**src/sv/rsc_sqrt.sv**
```systemverilog
// pipelined floor square root, one root bit per stage, with sideband
// standalone, no package use
module rsc_sqrt #(
    parameter int RB = 32,
    parameter int SW = 1
) (
    input  logic            i_clk,
    input  logic            i_rst_n,
    input  logic            i_vld,
    input  logic [2*RB-1:0] i_val,
    input  logic [SW-1:0]   i_side,
    output logic            o_vld,
    output logic [RB-1:0]   o_root,
    output logic [SW-1:0]   o_side
);

    localparam int RW = RB + 3;

    logic            r_vld  [RB];
    logic [2*RB-1:0] r_val  [RB];
    logic [RW-1:0]   r_rem  [RB];
    logic [RB-1:0]   r_root [RB];
    logic [SW-1:0]   r_side [RB];

    for (genvar g = 0; g < RB; g++) begin : g_stage
        logic            src_vld;
        logic [2*RB-1:0] src_val;
        logic [RW-1:0]   src_rem;
        logic [RB-1:0]   src_root;
        logic [SW-1:0]   src_side;
        logic [RW-1:0]   rem_sh;
        logic [RW-1:0]   trial;
        logic            ge;

        if (g == 0) begin : g_first
            assign src_vld  = i_vld;
            assign src_val  = i_val;
            assign src_rem  = '0;
            assign src_root = '0;
            assign src_side = i_side;
        end else begin : g_next
            assign src_vld  = r_vld[g-1];
            assign src_val  = r_val[g-1];
            assign src_rem  = r_rem[g-1];
            assign src_root = r_root[g-1];
            assign src_side = r_side[g-1];
        end

        assign rem_sh = {src_rem[RW-3:0], src_val[2*RB-1 -: 2]};
        assign trial  = {1'b0, src_root, 2'b01};
        assign ge     = rem_sh >= trial;

        always_ff @(posedge i_clk) begin
            if (!i_rst_n) begin
                r_vld[g] <= 1'b0;
            end else begin
                r_vld[g] <= src_vld;
            end
        end

        always_ff @(posedge i_clk) begin
            r_val[g]  <= src_val << 2;
            r_rem[g]  <= ge ? rem_sh - trial : rem_sh;
            r_root[g] <= {src_root[RB-2:0], ge};
            r_side[g] <= src_side;
        end
    end

    assign o_vld  = r_vld[RB-1];
    assign o_root = r_root[RB-1];
    assign o_side = r_side[RB-1];

endmodule

```
**config.mk**
```make
export PLATFORM = sky130hd
export DESIGN_NAME = rsc_sqrt
export DESIGN_NICKNAME = d
export VERILOG_FILES = /design/src/sv/rsc_sqrt.sv
export SDC_FILE = /design/constraint.sdc
export NUM_CORES = 2
export LEC_CHECK = 0
export BUFFER_PORTS_ARGS = -buffer_cell sky130_fd_sc_hd__buf_2
export CORE_ASPECT_RATIO = 1.2
export CORE_MARGIN = 1.5
export CORE_UTILIZATION = 65
export CTS_BUF_LIST = sky130_fd_sc_hd__clkbuf_4
export CTS_CLUSTER_DIAMETER = 50
export CTS_CLUSTER_SIZE = 8
export DETAILED_ROUTE_END_ITERATION = 12
export GPL_TIMING_DRIVEN = 1
export PLACE_DENSITY = 0.82
export SLEW_MARGIN = 40
export SYNTH_ARGS = -nofsm -noshare
export SYNTH_HDL_FRONTEND = slang
export SYNTH_MEMORY_MAX_BITS = 65536
export SYNTH_SLANG_ARGS = --single-unit
export TNS_END_PERCENT = 100
```
**constraint.sdc**
```tcl
create_clock -name i_clk -period 4.3 [get_ports i_clk]
set_input_delay 0.86 -clock i_clk [delete_from_list [all_inputs] [get_ports i_clk]]
set_output_delay 0.86 -clock i_clk [all_outputs]
set_load 0.005 [all_outputs]
```
==> impl_metrics.env <==
export IMPL_status="complete, no violations"
export IMPL_synth_net_count=9679
export IMPL_final_layout_size_suffix_gt1_share_pct=7.41
export IMPL_firstDrtPassIters=6
export IMPL_async_flop_share_pct=0
export IMPL_hp_start="i_val[30]"
export IMPL_clock_latency_ns=1.36
export IMPL_period_share_pct=94.7
export IMPL_crit_arrival_ns=5.26
export IMPL_cts_max_level=5
export IMPL_die_w_microns=347
export IMPL_wl_mm=196
export IMPL_finalHoldViolCount=0
export IMPL_yosysSeqAreaShare_pct=55.5
export IMPL_start_util_pct=65.5
export IMPL_path_cells="or4_4 -> or3_1 -> or3_1 -> or4_1 -> o31a_1 -> nor2b_4 -> or4b_4 -> or2_1 -> or3_4 -> xnor2_2"
export IMPL_synth_edf_count=0
export IMPL_synthXorXnorAreaFrac_pct=7.40
export IMPL_crit_start="r_rem[5][25]"
export IMPL_slew_headroom_pct=46.0
export IMPL_drt_iter0_drc=3821
export IMPL_critPathMaxStageDelay_ns=0.54
export IMPL_fin_setup_tns_ns=0
export IMPL_grt_ovfl_total=0
export IMPL_cp_num_buf_inv=0
export IMPL_root_buffer="clkbuf_4"
export IMPL_hpwl_mm=147
export IMPL_wl_per_cell_microns=17.2
export IMPL_synthAdderAreaFrac_pct=7.61
export IMPL_grt_pass1_wl_mm=313
export IMPL_yosysWarnings=0
export IMPL_clk_pin_slew_ns=0.09
export IMPL_core_area_sq_mm=0.141
export IMPL_synthFlopType="dfxtp_1"
export IMPL_dieHeight_microns=416
export IMPL_synthesis_area_sq_mm=0.0923
export IMPL_synth_compound_area_share_pct=12.0
export IMPL_vias=64200
export IMPL_required_ns=5.49
export IMPL_cp_max_fo=7
export IMPL_startpoint_type="register"
export IMPL_tightest_slew_ns=0.804
export IMPL_grt_max_degree=53
export IMPL_grt_pass1_vias=65100
export IMPL_muxShareOfSynthArea_pct=1.00
export IMPL_slowest_stage="or4_4"
export IMPL_cts_sinks=2558
export IMPL_post_cts_setup_buffers=0
export IMPL_synth_simple_gate_area_share_pct=13.0
export IMPL_synth_top_cell_by_area="dfxtp_1"
export IMPL_setup_ws_ns=0.227
export IMPL_slew_violations=0
export IMPL_r2r_start="r_rem[5][25]"
export IMPL_skew_ns=0.107
export IMPL_drtAntennaViolNets=0
export IMPL_dp_slack_ns=0.291
export IMPL_gr_usage_all_layers_pct=26.7
export IMPL_row_count=151
export IMPL_synthToLayoutAreaGrowth_pct=7.28
export IMPL_endpoint_kind="register"
export IMPL_rsz0062_at_grt="false"
export IMPL_powerDensity_mw_per_mm2=526
export IMPL_cts_buffers=373
export IMPL_setup_viol=0
export IMPL_cts_resized=0
export IMPL_route_detailed_drc=0
export IMPL_cts_buffer_depth=4
export IMPL_fin_nets=10100
export IMPL_clock_fmax_ghz=0.246
export IMPL_gp_congestion=0.954
export IMPL_path_class="reg -> reg"
export IMPL_synth_top_family_by_area="simple AND/OR/NAND/NOR gates"
export IMPL_leakage_nw=47.2
export IMPL_synth_seq_cells=2558
export IMPL_syn_area_per_cell_sq_um=10.2
export IMPL_synthDistinctLibCells=83
export IMPL_dieArea_sq_mm=0.144
export IMPL_synth_area_leaders="dfxtp_1, ha_1, xor2_1, xnor2_1, a21oi_1"
export IMPL_period_needed_ns=4.07
export IMPL_port_buffers=101
export IMPL_hp_class="in -> reg"
export IMPL_synth_cells=9050
export IMPL_yosys_area_top_type_share_pct=55.5
export IMPL_antenna_found_initial=2
export IMPL_cts_tree="built"
export IMPL_peakVddDrop_v=0.000399
export IMPL_cts_hold_buf=98
export IMPL_maxCapViolCount=0
export IMPL_drt_vias_per_instance=5.64
export IMPL_pin_count=102
export IMPL_crit_top_cell="or3_1"
export IMPL_crit_family="simple AND/OR/NAND/NOR gates"
-- report_power, final --
part           total (mW)  internal, mW  switching (mW)
Sequential           30.4          27.5            2.94
Clock                11.6          4.32            7.30
Combinational        10.0          4.49            5.50
-- cell families after synthesis --
family,count (synthesis)
AO/OA/AOI/OAI,1783
other,1
buffers and inverters,872
AND/OR/NAND/NOR,2413
adder cells (fa/ha/maj),561
flip-flops,2558
multiplexers,83
XOR/XNOR,779
-- worst register-to-register path, delay by kind of cell (launching register included) --
kind	cells	cell delay [ns]
AO/OA/AOI/OAI	1	0.31
XOR/XNOR	1	0.14
flip-flops	1	0.34
AND/OR/NAND/NOR	8	3.14
-- registers in the layout (all words and copies together) (netlist names) --
signal / cells
r_val: 992
r_rem: 974
r_root: 528
r_side: 32
r_vld: 32
-- area by class of cell --
class                      instances  area [sq um]
antenna                            8          20.0
clock buffer                     379          2850
clock inverter                    19           199
fill                           10300         42000
inverter                         699          2620
multi-input combinational       5620         37800
sequential                      2558         51200
tap                             1836          2300
timing repair buffer             252          1930
-- final timing paths --
path / to / slack, ns / cells past startpoint
max reg2reg: r_rem[6][20] / 0.23 / 10
max: r_rem[6][20] / 0.23 / 10
min: r_val[0][30] / 0.16 / 2
min reg2reg: r_val[5][56] / 0.27 / 0
-- per-layer routing --
metal / global-route usage [%] / share of wire (%)
met5: 0 / 0
met3: 4.47 / 4.1
met4: 15.7 / 5.6
met1: 27.0 / 37
met2: 51.0 / 53
-- cells in the mapped netlist, types with 156 or more instances --
master	number
a21o_1	232
a21oi_1	572
clkbuf_1	156
dfxtp_1	2558
ha_1	561
inv_1	697
nand2_1	605
nor2_1	577
nor3_1	251
o21ai_0	448
xnor2_1	371
xor2_1	407
-- through the flow --
step	std cells	area, sq um	utilization (%)	power (mW)	hold slack (ns)
global placement	10900	94900	67.3	40.3	0.309
CTS	11400	98900	70.2	52.4	0.00184
finish	11400	99000	70.2	52.0	0.159
detailed placement	10900	94900	67.3	40.7	0.312
floorplan	9050	92300	-	37.5	0.310
global route	11400	99000	70.2	55.0	0.00850
-- cell usage in the layout (no fill, tap or decap), types with 23 or more instances in the layout --
cell,count
dfxtp_1,2558
inv_1,697
nand2_1,605
nor2_1,576
a21oi_1,568
ha_1,561
o21ai_0,448
xor2_1,407
clkbuf_4,379
xnor2_1,371
nor3_1,251
a21o_1,232
nand3_1,137
nor4_1,121
nand2b_1,121
o21a_1,113
nand4_1,104
buf_2,101
dlygate4sd3_1,98
or3_1,86
nor2b_1,78
o31ai_1,75
and2_1,75
mux2_2,74
or4_1,69
and3_1,56
buf_4,49
o21bai_1,44
or2_2,40
a211oi_1,40
a31oi_1,33
a21boi_0,32
nand3b_1,23
No activity file was read; power rests on OpenSTA's default activity.
